[config.mk]
export PLATFORM = sky130hd
export DESIGN_NAME = stepped_duty_regulator
export DESIGN_NICKNAME = d
export VERILOG_FILES = /design/src/rtl/sdr_pkg.sv /design/src/rtl/sdr_cfg_regs.sv /design/src/rtl/sdr_level_stage.sv /design/src/rtl/sdr_compare_stage.sv /design/src/rtl/stepped_duty_regulator.sv
export SDC_FILE = /design/constraint.sdc
export NUM_CORES = 1
export LEC_CHECK = 0
export BUFFER_PORTS_ARGS = -buffer_cell sky130_fd_sc_hd__clkbuf_2
export CAP_MARGIN = 5
export CORE_UTILIZATION = 65
export DETAILED_ROUTE_END_ITERATION = 10
export GPL_TIMING_DRIVEN = 0
export PLACE_DENSITY = 0.95
export SLEW_MARGIN = 0
export SYNTH_ARGS = -nofsm -noshare
export SYNTH_HDL_FRONTEND = slang
export SYNTH_HIERARCHICAL = 1
export SYNTH_SLANG_ARGS = --single-unit
export TNS_END_PERCENT = 50
[constraint.sdc]
create_clock -name clk_i -period 12.1 [get_ports clk_i]
set_input_delay 2.42 -clock clk_i [delete_from_list [all_inputs] [get_ports clk_i]]
set_output_delay 2.42 -clock clk_i [all_outputs]
set_load 0.05 [all_outputs]
[src/rtl/sdr_pkg.sv]
// Shared types and constants for the stepped duty regulator.
// Used by every module of the block; depends on nothing else.
`timescale 1ns / 1ps

package sdr_pkg;

  typedef enum logic [1:0] {
    OP_BUCK       = 2'd0,
    OP_BOOST      = 2'd1,
    OP_SOFT_START = 2'd2,
    OP_IDLE       = 2'd3
  } sdr_op_e;

  typedef enum logic [2:0] {
    CFG_TARGET_V    = 3'd0,
    CFG_PHASE_ONE   = 3'd1,
    CFG_PHASE_TWO   = 3'd2,
    CFG_OVERCURRENT = 3'd3,
    CFG_CUTOUT      = 3'd4,
    CFG_SOFT_STEP   = 3'd5
  } sdr_cfg_idx_e;

  localparam int unsigned CfgIdxW  = 3;
  localparam int unsigned CfgDataW = 16;

  // Power level full scale, tenths of a percent
  localparam logic [9:0] FullScale = 10'd1000;

  localparam logic [2:0] MaskOne = 3'b010;
  localparam logic [2:0] MaskTwo = 3'b101;
  localparam logic [2:0] MaskAll = 3'b111;

  // Half of the full scale, for round half up
  localparam int unsigned RoundBias = 500;

  // ceil(2^36 / 1000): exact floor division by 1000 for operands below 2^36 / 1000
  localparam int unsigned RecipW     = 27;
  localparam logic [RecipW-1:0] Recip = 27'd68719477;
  localparam int unsigned RecipShift = 36;

  localparam logic [15:0] RstTargetV     = 16'd20000;
  localparam logic [14:0] RstPhaseOne    = 15'd5000;
  localparam logic [14:0] RstPhaseTwo    = 15'd10000;
  localparam logic [14:0] RstOvercurrent = 15'd20000;
  localparam logic [15:0] RstCutout      = 16'd9000;
  localparam logic [9:0]  RstSoftStep    = 10'd1;

  typedef struct packed {
    logic [15:0] target_voltage_mv;
    logic [14:0] phase_one_limit_ma;
    logic [14:0] phase_two_limit_ma;
    logic [14:0] overcurrent_limit_ma;
    logic [15:0] pack_cutout_mv;
    logic [9:0]  soft_start_step;
  } sdr_cfg_t;

  typedef struct packed {
    sdr_op_e            opcode;
    logic [15:0]        input_voltage_mv;
    logic [15:0]        output_voltage_mv;
    logic signed [15:0] output_current_ma;
    logic [9:0]         duty_clamp;
  } sdr_in_t;

  typedef struct packed {
    logic [15:0] compare_value;
    logic [2:0]  phase_mask;
    logic        pwm_written;
    logic        soft_start_continue;
    logic        overcurrent;
    logic        undervoltage;
    logic [9:0]  power_level;
  } sdr_out_t;

  // Result of the level update, before the compare value is scaled
  typedef struct packed {
    logic [9:0] power_level;
    logic [2:0] phase_mask;
    logic       pwm_written;
    logic       soft_start_continue;
    logic       overcurrent;
    logic       undervoltage;
  } sdr_mid_t;

endpackage

[src/rtl/sdr_cfg_regs.sv]
// Configuration register file of the stepped duty regulator.
// Depends on sdr_pkg for the register index codes and the config struct.
`timescale 1ns / 1ps

module sdr_cfg_regs
  import sdr_pkg::*;
(
  input  logic                clk_i,
  input  logic                rst_ni,
  input  logic                cfg_valid_i,
  output logic                cfg_ready_o,
  input  logic [CfgIdxW-1:0]  cfg_index_i,
  input  logic [CfgDataW-1:0] cfg_data_i,
  output sdr_cfg_t            cfg_o
);

  sdr_cfg_t cfg_q, cfg_d;

  assign cfg_ready_o = 1'b1;

  always_comb begin
    cfg_d = cfg_q;
    if (cfg_valid_i) begin
      unique case (cfg_index_i)
        CFG_TARGET_V:    cfg_d.target_voltage_mv    = cfg_data_i;
        CFG_PHASE_ONE:   cfg_d.phase_one_limit_ma   = cfg_data_i[14:0];
        CFG_PHASE_TWO:   cfg_d.phase_two_limit_ma   = cfg_data_i[14:0];
        CFG_OVERCURRENT: cfg_d.overcurrent_limit_ma = cfg_data_i[14:0];
        CFG_CUTOUT:      cfg_d.pack_cutout_mv       = cfg_data_i;
        CFG_SOFT_STEP:   cfg_d.soft_start_step      = cfg_data_i[9:0];
        default:         cfg_d = cfg_q;
      endcase
    end
  end

  always_ff @(posedge clk_i or negedge rst_ni) begin
    if (!rst_ni) begin
      cfg_q.target_voltage_mv    <= RstTargetV;
      cfg_q.phase_one_limit_ma   <= RstPhaseOne;
      cfg_q.phase_two_limit_ma   <= RstPhaseTwo;
      cfg_q.overcurrent_limit_ma <= RstOvercurrent;
      cfg_q.pack_cutout_mv       <= RstCutout;
      cfg_q.soft_start_step      <= RstSoftStep;
    end else begin
      cfg_q <= cfg_d;
    end
  end

  assign cfg_o = cfg_q;

endmodule

[src/rtl/sdr_level_stage.sv]
// Input register, power level update and flag logic of the duty regulator.
// Depends on sdr_pkg; holds the power level state register.
`timescale 1ns / 1ps

module sdr_level_stage
  import sdr_pkg::*;
(
  input  logic     clk_i,
  input  logic     rst_ni,
  input  sdr_cfg_t cfg_i,
  input  logic     in_valid_i,
  output logic     in_stall_o,
  input  sdr_in_t  in_data_i,
  output logic     mid_valid_o,
  input  logic     mid_stall_i,
  output sdr_mid_t mid_data_o
);

  logic     in_valid_q;
  sdr_in_t  in_q;
  logic     mid_valid_q;
  sdr_mid_t mid_q, mid_d;
  logic [9:0] level_q, level_d;

  logic mid_free, fire, in_free;

  logic [9:0]  limit;
  logic [9:0]  level_dn;
  logic [10:0] level_up, soft_sum, next_lvl;
  logic        vout_gt, vout_lt, vin_gt, vin_lt;
  logic        written, cont;
  logic [2:0]  mask;

  assign mid_free   = !mid_valid_q || !mid_stall_i;
  assign fire       = in_valid_q && mid_free;
  assign in_free    = !in_valid_q || fire;
  assign in_stall_o = !in_free;

  always_comb begin
    limit    = (in_q.duty_clamp > FullScale) ? FullScale : in_q.duty_clamp;
    level_up = {1'b0, level_q} + 11'd1;
    level_dn = (level_q != 10'd0) ? level_q - 10'd1 : 10'd0;
    soft_sum = {1'b0, level_q} + {1'b0, cfg_i.soft_start_step};
    vout_gt  = in_q.output_voltage_mv > cfg_i.target_voltage_mv;
    vout_lt  = in_q.output_voltage_mv < cfg_i.target_voltage_mv;
    vin_gt   = in_q.input_voltage_mv > cfg_i.target_voltage_mv;
    vin_lt   = in_q.input_voltage_mv < cfg_i.target_voltage_mv;
    next_lvl = {1'b0, level_q};
    written  = 1'b0;
    cont     = 1'b0;

    case (in_q.opcode)
      OP_BUCK: begin
        if (vout_gt) begin
          next_lvl = {1'b0, level_dn};
        end else if (vout_lt) begin
          next_lvl = level_up;
        end
        if (next_lvl > {1'b0, limit}) begin
          next_lvl = {1'b0, limit};
        end
        written = 1'b1;
      end
      OP_BOOST: begin
        if (vin_gt) begin
          next_lvl = level_up;
        end else if (vin_lt) begin
          next_lvl = {1'b0, level_dn};
        end
        // Duty limit is a floor in boost mode
        if (next_lvl < {1'b0, limit}) begin
          next_lvl = {1'b0, limit};
        end else if (next_lvl > {1'b0, FullScale}) begin
          next_lvl = {1'b0, FullScale};
        end
        written = 1'b1;
      end
      OP_SOFT_START: begin
        if (vout_lt) begin
          // Overshooting the limit ends soft start without a write
          if (soft_sum > {1'b0, limit}) begin
            next_lvl = {1'b0, limit};
          end else begin
            next_lvl = soft_sum;
            written  = 1'b1;
            cont     = 1'b1;
          end
        end
      end
      default: next_lvl = {1'b0, level_q};
    endcase

    level_d = (next_lvl > {1'b0, FullScale}) ? FullScale : next_lvl[9:0];

    if (in_q.output_current_ma < $signed({1'b0, cfg_i.phase_one_limit_ma})) begin
      mask = MaskOne;
    end else if (in_q.output_current_ma < $signed({1'b0, cfg_i.phase_two_limit_ma})) begin
      mask = MaskTwo;
    end else begin
      mask = MaskAll;
    end

    mid_d.power_level         = level_d;
    mid_d.phase_mask          = mask;
    mid_d.pwm_written         = written;
    mid_d.soft_start_continue = cont;
    mid_d.overcurrent  = in_q.output_current_ma > $signed({1'b0, cfg_i.overcurrent_limit_ma});
    mid_d.undervoltage = in_q.input_voltage_mv <= cfg_i.pack_cutout_mv;
  end

  always_ff @(posedge clk_i or negedge rst_ni) begin
    if (!rst_ni) begin
      in_valid_q  <= 1'b0;
      mid_valid_q <= 1'b0;
      level_q     <= 10'd0;
    end else begin
      if (in_free) begin
        in_valid_q <= in_valid_i;
      end
      if (mid_free) begin
        mid_valid_q <= in_valid_q;
      end
      if (fire) begin
        level_q <= level_d;
      end
    end
  end

  always_ff @(posedge clk_i) begin
    if (in_free && in_valid_i) begin
      in_q <= in_data_i;
    end
    if (fire) begin
      mid_q <= mid_d;
    end
  end

  assign mid_valid_o = mid_valid_q;
  assign mid_data_o  = mid_q;

endmodule

[src/rtl/sdr_compare_stage.sv]
// PWM compare value scaling: round(level * period / 1000) - 1, clamped.
// Two registered steps: scale by the period, then divide by reciprocal multiply.
// Depends on sdr_pkg.
`timescale 1ns / 1ps

module sdr_compare_stage
  import sdr_pkg::*;
#(
  parameter int unsigned PWM_PERIOD = 1024
) (
  input  logic     clk_i,
  input  logic     rst_ni,
  input  logic     mid_valid_i,
  output logic     mid_stall_o,
  input  sdr_mid_t mid_data_i,
  output logic     out_valid_o,
  input  logic     out_stall_i,
  output sdr_out_t out_data_o
);

  localparam int unsigned XW   = $clog2(1000 * PWM_PERIOD + RoundBias + 1);
  localparam int unsigned PW   = XW + RecipW;
  localparam int unsigned QW   = PW - RecipShift;

  logic          scl_valid_q;
  logic [XW-1:0] scl_x_q, scl_x_d;
  sdr_mid_t      scl_mid_q;
  logic          out_valid_q;
  sdr_out_t      out_q, out_d;

  logic          out_free, scl_fire, scl_free;
  logic [PW-1:0] prod;
  logic [QW-1:0] quot;

  assign out_free    = !out_valid_q || !out_stall_i;
  assign scl_fire    = scl_valid_q && out_free;
  assign scl_free    = !scl_valid_q || scl_fire;
  assign mid_stall_o = !scl_free;

  assign scl_x_d = XW'(mid_data_i.power_level) * XW'(PWM_PERIOD) + XW'(RoundBias);

  always_comb begin
    prod = PW'(scl_x_q) * PW'(Recip);
    quot = prod[PW-1:RecipShift];
    out_d.phase_mask          = scl_mid_q.phase_mask;
    out_d.pwm_written         = scl_mid_q.pwm_written;
    out_d.soft_start_continue = scl_mid_q.soft_start_continue;
    out_d.overcurrent         = scl_mid_q.overcurrent;
    out_d.undervoltage        = scl_mid_q.undervoltage;
    out_d.power_level         = scl_mid_q.power_level;
    if (quot <= QW'(1)) begin
      out_d.compare_value = 16'd1;
    end else if (quot >= QW'(PWM_PERIOD)) begin
      out_d.compare_value = 16'(PWM_PERIOD - 1);
    end else begin
      out_d.compare_value = 16'(quot - QW'(1));
    end
  end

  always_ff @(posedge clk_i or negedge rst_ni) begin
    if (!rst_ni) begin
      scl_valid_q <= 1'b0;
      out_valid_q <= 1'b0;
    end else begin
      if (scl_free) begin
        scl_valid_q <= mid_valid_i;
      end
      if (out_free) begin
        out_valid_q <= scl_valid_q;
      end
    end
  end

  always_ff @(posedge clk_i) begin
    if (scl_free && mid_valid_i) begin
      scl_x_q   <= scl_x_d;
      scl_mid_q <= mid_data_i;
    end
    if (scl_fire) begin
      out_q <= out_d;
    end
  end

  assign out_valid_o = out_valid_q;
  assign out_data_o  = out_q;

endmodule

[src/rtl/stepped_duty_regulator.sv]
// Stepped duty regulator: bang-bang PWM duty control with soft start.
//
// Input channel (in_valid_i / in_stall_o / in_data_i) takes one measurement
// transaction: opcode, input and output voltage, current and duty limit.
// Output channel (out_valid_o / out_stall_i / out_data_o) returns one result
// per transaction: compare value, phase mask, write and soft-start flags,
// overcurrent and undervoltage flags and the updated power level.
// A transaction moves when valid is high and stall is low.
// Configuration writes use cfg_valid_i / cfg_ready_o with cfg_index_i and
// cfg_data_i; ready is always high. Write only while the block is idle.
//
// Throughput is one transaction per cycle while out_stall_i is low. An
// accepted input passes the input register, power level update, period
// scaling and reciprocal division into the output register. The power
// level register loops back combinationally, so consecutive items chain.
// Reset clears the power level to zero, loads the default registers and
// empties the pipeline. A stalled output holds its result; stall then
// backs up stage by stage and reaches in_stall_o once all stages are full.
// Depends on sdr_pkg, sdr_cfg_regs, sdr_level_stage, sdr_compare_stage.
`timescale 1ns / 1ps

module stepped_duty_regulator
  import sdr_pkg::*;
#(
  parameter int unsigned PWM_PERIOD = 1024
) (
  input  logic                clk_i,
  input  logic                rst_ni,
  input  logic                in_valid_i,
  output logic                in_stall_o,
  input  sdr_in_t             in_data_i,
  output logic                out_valid_o,
  input  logic                out_stall_i,
  output sdr_out_t            out_data_o,
  input  logic                cfg_valid_i,
  output logic                cfg_ready_o,
  input  logic [CfgIdxW-1:0]  cfg_index_i,
  input  logic [CfgDataW-1:0] cfg_data_i
);

  sdr_cfg_t cfg;
  logic     mid_valid, mid_stall;
  sdr_mid_t mid_data;

  sdr_cfg_regs u_cfg (
    .clk_i       (clk_i),
    .rst_ni      (rst_ni),
    .cfg_valid_i (cfg_valid_i),
    .cfg_ready_o (cfg_ready_o),
    .cfg_index_i (cfg_index_i),
    .cfg_data_i  (cfg_data_i),
    .cfg_o       (cfg)
  );

  sdr_level_stage u_level (
    .clk_i       (clk_i),
    .rst_ni      (rst_ni),
    .cfg_i       (cfg),
    .in_valid_i  (in_valid_i),
    .in_stall_o  (in_stall_o),
    .in_data_i   (in_data_i),
    .mid_valid_o (mid_valid),
    .mid_stall_i (mid_stall),
    .mid_data_o  (mid_data)
  );

  sdr_compare_stage #(
    .PWM_PERIOD (PWM_PERIOD)
  ) u_compare (
    .clk_i       (clk_i),
    .rst_ni      (rst_ni),
    .mid_valid_i (mid_valid),
    .mid_stall_o (mid_stall),
    .mid_data_i  (mid_data),
    .out_valid_o (out_valid_o),
    .out_stall_i (out_stall_i),
    .out_data_o  (out_data_o)
  );

endmodule

==> results of run 1 <==
## layer usage
layer | part of all wire [%] | routed length [um] | vias up
li1 | - | - | 6880
met3 | 8.9 | 4938 | 332
met4 | 7.2 | 4019 | 0
met1 | 36 | 19850 | 7499
met5 | 0 | 0 | -
met2 | 48 | 26710 | 1040
## worst max-delay path, delay by kind of cell, from the launching register on
kind	cells	cell delay [ns]
AOI/OAI and AO/OA	5	1.62
xor gates and xnor gates	1	0.07
adders and majority gates	9	3.98
buffers and inverters	5	0.27
DFF	1	0.78
and+or+nand+nor	3	0.63
## final timing paths
kind | startpoint | to | slack (ns)
max | u_compare/scl_x_q[15]$_DFFE_PP_ | u_compare/out_data_o[25]$_SDFFCE_PP0P_ | 4.51
min in group asynchronous | rst_ni | u_cfg/cfg_o[53]$_DFFE_PN0P_ | 1.87
min reg2reg | u_level/mid_data_o[15]$_DFFE_PP_ | u_compare/scl_x_q[18]$_DFFE_PP_ | 0.41
max in group asynchronous | rst_ni | u_cfg/cfg_o[0]$_DFFE_PN1P_ | 9.43
max reg2reg | u_compare/scl_x_q[15]$_DFFE_PP_ | u_compare/out_data_o[25]$_SDFFCE_PP0P_ | 4.51
min | u_level/mid_data_o[15]$_DFFE_PP_ | u_compare/scl_x_q[18]$_DFFE_PP_ | 0.41
## synth_stat cells (15+ instances only)
cell,n,area share (%)
dfrtp_1,75,9.9
edfxtp_1,122,19
nor4_1,16,0.53
or3_1,15,0.50
nor3_1,36,0.95
nor2_1,70,1.4
dfstp_2,26,3.6
inv_1,269,5.3
clkbuf_1,24,0.48
ha_1,307,20
nand4_1,35,1.2
o21ai_0,55,1.5
o211ai_1,15,0.60
nand2_1,92,1.8
mux2_2,86,5.1
fa_1,67,7.1
xnor2_1,20,0.93
a21o_1,41,1.6
nand3_1,25,0.66
o21a_1,19,0.75
a211oi_1,21,0.83
a21oi_1,90,2.4
## through the flow
stage	setup slack (ns)	area (um2)	hold slack, ns	cells
3_3_place_gp	4.717	19970	0.4013	2315
6_report	4.508	20860	0.4119	2362
5_1_grt	4.142	20860	0.4199	2362
4_1_cts	4.583	20860	0.4137	2362
2_1_floorplan	5.318	18900	0.4003	1813
3_5_place_dp	4.591	20060	0.4045	2318
## state kept, by name (all words and copies together), names as in the netlist
register and flops:
u_level/in_valid_q 1, u_compare/out_valid_o 1, u_level/level_q 10, u_level/in_q 60, u_cfg/cfg_o 87, u_level/mid_valid_o 1, u_compare/out_d 7, u_compare/scl_valid_q 1
u_compare/scl_x_q 10, u_compare/out_data_o 29, u_level/mid_data_o 16
## cell families after synthesis
kind of cell,synth area share (%)
other,0.03973
flip-flops,32.92
buffers and inverters,6.751
adder cells (fa/ha/maj),27.42
AND/OR/NAND/NOR,11.21
multiplexers,5.950
XOR/XNOR,1.205
AO/OA/AOI/OAI,14.50
## final cells by class
| class | instances | share of cell area, % |
|---|---|---|
| Timing Repair Buffer | 121 | 3.167 |
| Inverter | 270 | 4.859 |
| Sequential cell | 223 | 29.84 |
| Tap cell | 384 | 2.303 |
| Multi-Input combinational cell | 1274 | 54.73 |
| Clock buffer | 33 | 3.287 |
| Clock inverter | 11 | 0.5579 |
| Buffer | 46 | 1.260 |
==> results_dict.tcl, run 1 <==
set metrics [dict create \
    wirelength_mm 55.52 \
    synthFlopType "edfxtp_1" \
    root_buffer "clkbuf_16" \
    period_minus_slack_ns 7.592 \
    initial_core_util_pct 66.04 \
    ys_warn_count 6 \
    critPathLaunchType "flop" \
    clock_sinks 223 \
    fp.dieW_um 172.5 \
    synth-seq-cells 223 \
    critPathMaxStageDelay_ns 0.78 \
    syn_to_final_growth_pct 10.35 \
    max_freq_ghz 0.1317 \
    drc 0 \
    syn_area_per_cell_um2 10.43 \
    grt-busiest-layer "met2" \
    cts_hold_buf 0 \
    timing.final.setup_violations 0 \
    skew_ns 0.03608 \
    die_area_um2 29770 \
    synth_nets 2271 \
    cts_setup_buffers 0 \
    final_layout_size_suffix_gt1_share_pct 17.24 \
    synth_edf_count 122 \
    cp_slowest_cell "edfxtp_1" \
    netlist_area_um2 18900 \
    cp_common_cell "fa_1" \
    worstMarginPinSlew_ns 1.270 \
    crit_path_end_kind "flop" \
    syn_inst 1813 \
    via_per_inst 6.669 \
    design.core.area_um2 28630 \
    cts_tree "done" \
    drv_cap 0 \
    use_met2_pct 63.46 \
    drt_iter0_drc 1407 \
    final_cell_mix "ha_1, inv_1, edfxtp_1" \
    ff2ff_path_depth 23 \
    ys_types 113 \
    rows 62 \
    post-route-period-util_pct 62.75 \
    overflow 0 \
    firstDrtPassIters 6 \
    criticalPathCategory "flop to flop" \
    cts-resized-gates 0 \
    ant_nets 0 \
    use_met1_pct 43.67 \
    crit_required_ns 12.40 \
    tns_ns 0 \
    finish.utilization_pct 72.87 \
    grt_start_max_net_pins 70 \
    async_reset_ff_share_pct 45.29 \
    cts_buffer_depth 3 \
    finalNetCount 2418 \
    grt_usage_pct 37.63 \
    dp_hpwl_mm 41.70 \
    min_path_cells 0 \
    htree_levels 1 \
    grt_pass1_wl_mm 87.87 \
    cts_buffers 24 \
    holdCritPathClass "flop to flop" \
    rsz0062_at_grt "false" \
    portBuffers 118 \
    grt_antenna_before_repair 0 \
    arrival_ns 7.89 \
    antenna_cells 0 \
    final_common_cell "ha_1" \
    nFillCells 1880 \
    slew_violations 0 \
    cp_cell_sequence "fa_1 -> fa_1 -> fa_1 -> inv_1 -> fa_1 -> inv_1 -> fa_1 -> inv_1 -> fa_1 -> inv_1 -> ha_1 -> ha_1 -> a21oi_1 -> o21ai_0 -> a311oi_1 -> nand4b_1 -> nand3_1 -> ha_1 -> inv_1 -> a211oi_1 -> and4_1 -> xnor2_1 -> o32a_1" \
    ys_seq_area_share_pct 32.92 \
    clkTransAtPathRegs_ns 0.06 \
    status "completed" \
    hold_viol 0 \
    vias 15750 \
    clock_latency_ns 0.55 \
    critPathMaxFanout 9 \
    dieHeight_um 172.5 \
    seqCellArea_um2 6223 \
    grt_use_met3_pct 6.970 \
    grt_pass1_vias 16660 \
    finalWeightedCongestion 0.9843 \
    multi_input_area_um2 11420 \
    wl_per_cell_um 23.51 \
    num_io_pins 120 \
    max-slew-margin-rel_pct 14.69 \
]
Power of run 1 is left out: the tool's default activity adds up to more than one toggle a clock period on the data nets, which glitch-free logic cannot reach.
==> inputs of run 2 (changes only) <==
--- a/config.mk
+++ b/config.mk
@@ -7,10 +7,10 @@
 export LEC_CHECK = 0
 export BUFFER_PORTS_ARGS = -buffer_cell sky130_fd_sc_hd__clkbuf_2
 export CAP_MARGIN = 5
-export CORE_UTILIZATION = 65
+export CORE_UTILIZATION = 57
 export DETAILED_ROUTE_END_ITERATION = 10
 export GPL_TIMING_DRIVEN = 0
-export PLACE_DENSITY = 0.95
+export PLACE_DENSITY = 0.89
 export SLEW_MARGIN = 0
 export SYNTH_ARGS = -nofsm -noshare
 export SYNTH_HDL_FRONTEND = slang
==> constraint.sdc (replaced) <==
create_clock -name clk_i -period 6.2 [get_ports clk_i]
set_input_delay 1.24 -clock clk_i [delete_from_list [all_inputs] [get_ports clk_i]]
set_output_delay 1.24 -clock clk_i [all_outputs]
set_load 0.05 [all_outputs]
==> run 2 against run 1 <==
Effect of this change: the flow now finishes with violations (setup timing); final cell count grew 4.5%; global-route usage fell by 5.6 points; sequential cell count stayed put; worst setup slack worse by 5.0 ns; die area rose by 14%; first-iteration DRC count decreased by 12%; via count is 2.3% lower; wire length shrank 2.4%; utilization fell by 5.7 points; worst hold slack gained 0.0025 ns; critical endpoint unchanged; highest routed layer is now met5.
==> results_dict.tcl, run 2 (synthesis gave the netlist of run 1 again) <==
set metrics [dict create \
    die_area_um2 33900 \
    fp.dieW_um 184.1 \
    drt_iter0_drc 1242 \
    critPathMaxFanout 4 \
    status "complete, but fails checks" \
    overflow 0 \
    nFillCells 2255 \
    grt_pass1_vias 15700 \
    num_io_pins 120 \
    fin_ws_ns -0.4524 \
    initial_core_util_pct 57.95 \
    max_freq_ghz 0.1503 \
    htree_levels 1 \
    criticalPathCategory "flop to flop" \
    holdCritPathClass "flop to flop" \
    wirelength_mm 54.17 \
    via_per_inst 6.236 \
    firstDrtPassIters 8 \
    hold_viol 0 \
    holdCritStartpoint "u_compare/out_d[15]$_DFFE_PP_" \
    rsz0062_at_grt "true" \
    crit_required_ns 6.47 \
    antenna_cells 0 \
    wl_per_cell_um 21.94 \
    crit_path_end_kind "flop" \
    ff2ff_path_depth 23 \
    max-slew-margin-rel_pct 18.02 \
    cts_buffers 23 \
    dp_hpwl_mm 40.24 \
    stdcell_area_um2 21910 \
    critPathLaunchType "flop" \
    cts_tree "done" \
    largest_register_ff_count 87 \
    vias 15400 \
    reg2reg_from "u_compare/scl_x_q[14]$_DFFE_PP_" \
    final_layout_size_suffix_gt1_share_pct 23.63 \
    design.core.area_um2 32620 \
    root_buffer "clkbuf_16" \
    post-route-period-util_pct 107.3 \
    finish.utilization_pct 67.17 \
    grt_start_max_net_pins 69 \
    dp_slack_ns -0.8860 \
    clkTransAtPathRegs_ns 0.07 \
    dpl_cell_area_um2 20350 \
    dieHeight_um 184.1 \
    violations "setup timing" \
    finalWeightedCongestion 0.9966 \
    clock_sinks 223 \
    timing.final.setup_violations 19 \
    drc 0 \
    portBuffers 118 \
    clock_latency_ns 0.54 \
    final_cell_mix "ha_1, inv_1, edfxtp_1" \
    grt_pass1_wl_mm 83.80 \
    arrival_ns 6.93 \
    rows 66 \
    cts_buffer_depth 3 \
    ant_nets 0 \
    worstMarginPinSlew_ns 1.217 \
    r2r_slack_ns -0.45 \
    grt_antenna_before_repair 1 \
    grt_usage_pct 32.04 \
    worst_hold_slack_ns 0.4143 \
    drv_cap 0 \
    skew_ns 0.01087 \
    syn_to_final_growth_pct 15.91 \
    final_common_cell "ha_1" \
    period_minus_slack_ns 6.652 \
    hold_end "u_compare/out_data_o[15]$_DFFE_PP_" \
    slew_violations 0 \
    cts_hold_buf 0 \
    min_path_cells 0 \
    rr_endpoint "u_compare/out_data_o[25]$_SDFFCE_PP0P_" \
    finalNetCount 2468 \
]
-- run 2: cell types whose count changed in the layout (fill, tap and decap cells not counted), moves of 4 or more --
| cell | change |
|---|---|
| ha_4 | +23 |
| a21oi_2 | +5 |
| clkbuf_1 | -4 |
| ha_1 | -24 |
| buf_6 | +5 |
| a21oi_4 | +5 |
| inv_2 | +15 |
| a21oi_1 | -10 |
| fa_1 | -5 |
| buf_4 | +43 |
| fa_2 | +5 |
| o21ai_2 | +5 |
| inv_1 | -15 |
-- run 2: worst max-delay path by stage --
| stage | from | endpoint | slack, ns | cells past startpoint |
|---|---|---|---|---|
| 5_1_grt | u_compare/scl_x_q[14]$_DFFE_PP_ | u_compare/out_data_o[25]$_SDFFCE_PP0P_ | -0.63 | 23 |
| 6_report | u_compare/scl_x_q[14]$_DFFE_PP_ | u_compare/out_data_o[25]$_SDFFCE_PP0P_ | -0.45 | 23 |
| 3_5_place_dp | u_compare/scl_x_q[12]$_DFFE_PP_ | u_compare/out_data_o[20]$_SDFFCE_PP0P_ | -0.89 | 23 |
| 3_3_place_gp | u_compare/scl_x_q[12]$_DFFE_PP_ | u_compare/out_data_o[20]$_SDFFCE_PP0P_ | -0.75 | 23 |
| 2_1_floorplan | u_compare/scl_x_q[18]$_DFFE_PP_ | u_compare/out_data_o[20]$_SDFFCE_PP0P_ | -0.03 | 23 |
| 4_1_cts | u_compare/scl_x_q[15]$_DFFE_PP_ | u_compare/out_data_o[20]$_SDFFCE_PP0P_ | -0.37 | 23 |
-- run 2: metal layers --
| layer | track usage [%] | wire, um |
|---|---|---|
| met1 | 38.96 | 21070 |
| met4 | 15.80 | 2627 |
| met2 | 56.30 | 26750 |
| met3 | 3.655 | 3711 |
| met5 | 0 | 13 |
-- run 2: through the flow --
step	setup TNS, ns	cells
2_1_floorplan	-0.2253	1813
3_3_place_gp	-10.24	2373
3_5_place_dp	-11.48	2377
4_1_cts	-3.305	2459
5_1_grt	-9.311	2469
6_report	-5.353	2469
-- run 2: what timing repair did --
action,CTS,global route
setup buffers,40,10
endpoints found under the setup margin,21,23
pin swaps,22,17
gates resized for setup,43,35
hold endpoints to repair,0,0
-- run 2: final cells by class --
type                            instances  area, um2  area share (%)
Multi-Input combinational cell       1274      12000           54.75
Clock buffer                           30      641.9           2.930
Timing Repair Buffer                  172       1097           5.008
Tap cell                              442      553.0           2.524
Inverter                              270       1013           4.626
Clock inverter                         12      118.9          0.5425
Sequential cell                       223       6223           28.40
Buffer                                 46      265.3           1.211
-- run 2: critical path: stages (launching register included) --
cell and delay, ns:
edfxtp_1 0.50, fa_1 0.59, fa_1 0.44, fa_1 0.51, inv_2 0.04, fa_1 0.54, inv_2 0.04, fa_1 0.48
inv_2 0.04, fa_1 0.51, inv_2 0.06, ha_4 0.22, ha_4 0.29, nand2_1 0.15, nor4_2 0.38, a22o_1 0.23
o211ai_1 0.13, nand3_2 0.17, ha_4 0.18, inv_1 0.06, a211oi_2 0.28, and4_1 0.25, xnor2_1 0.08, o32a_1 0.19
Power of run 2 is left out for the same reason.
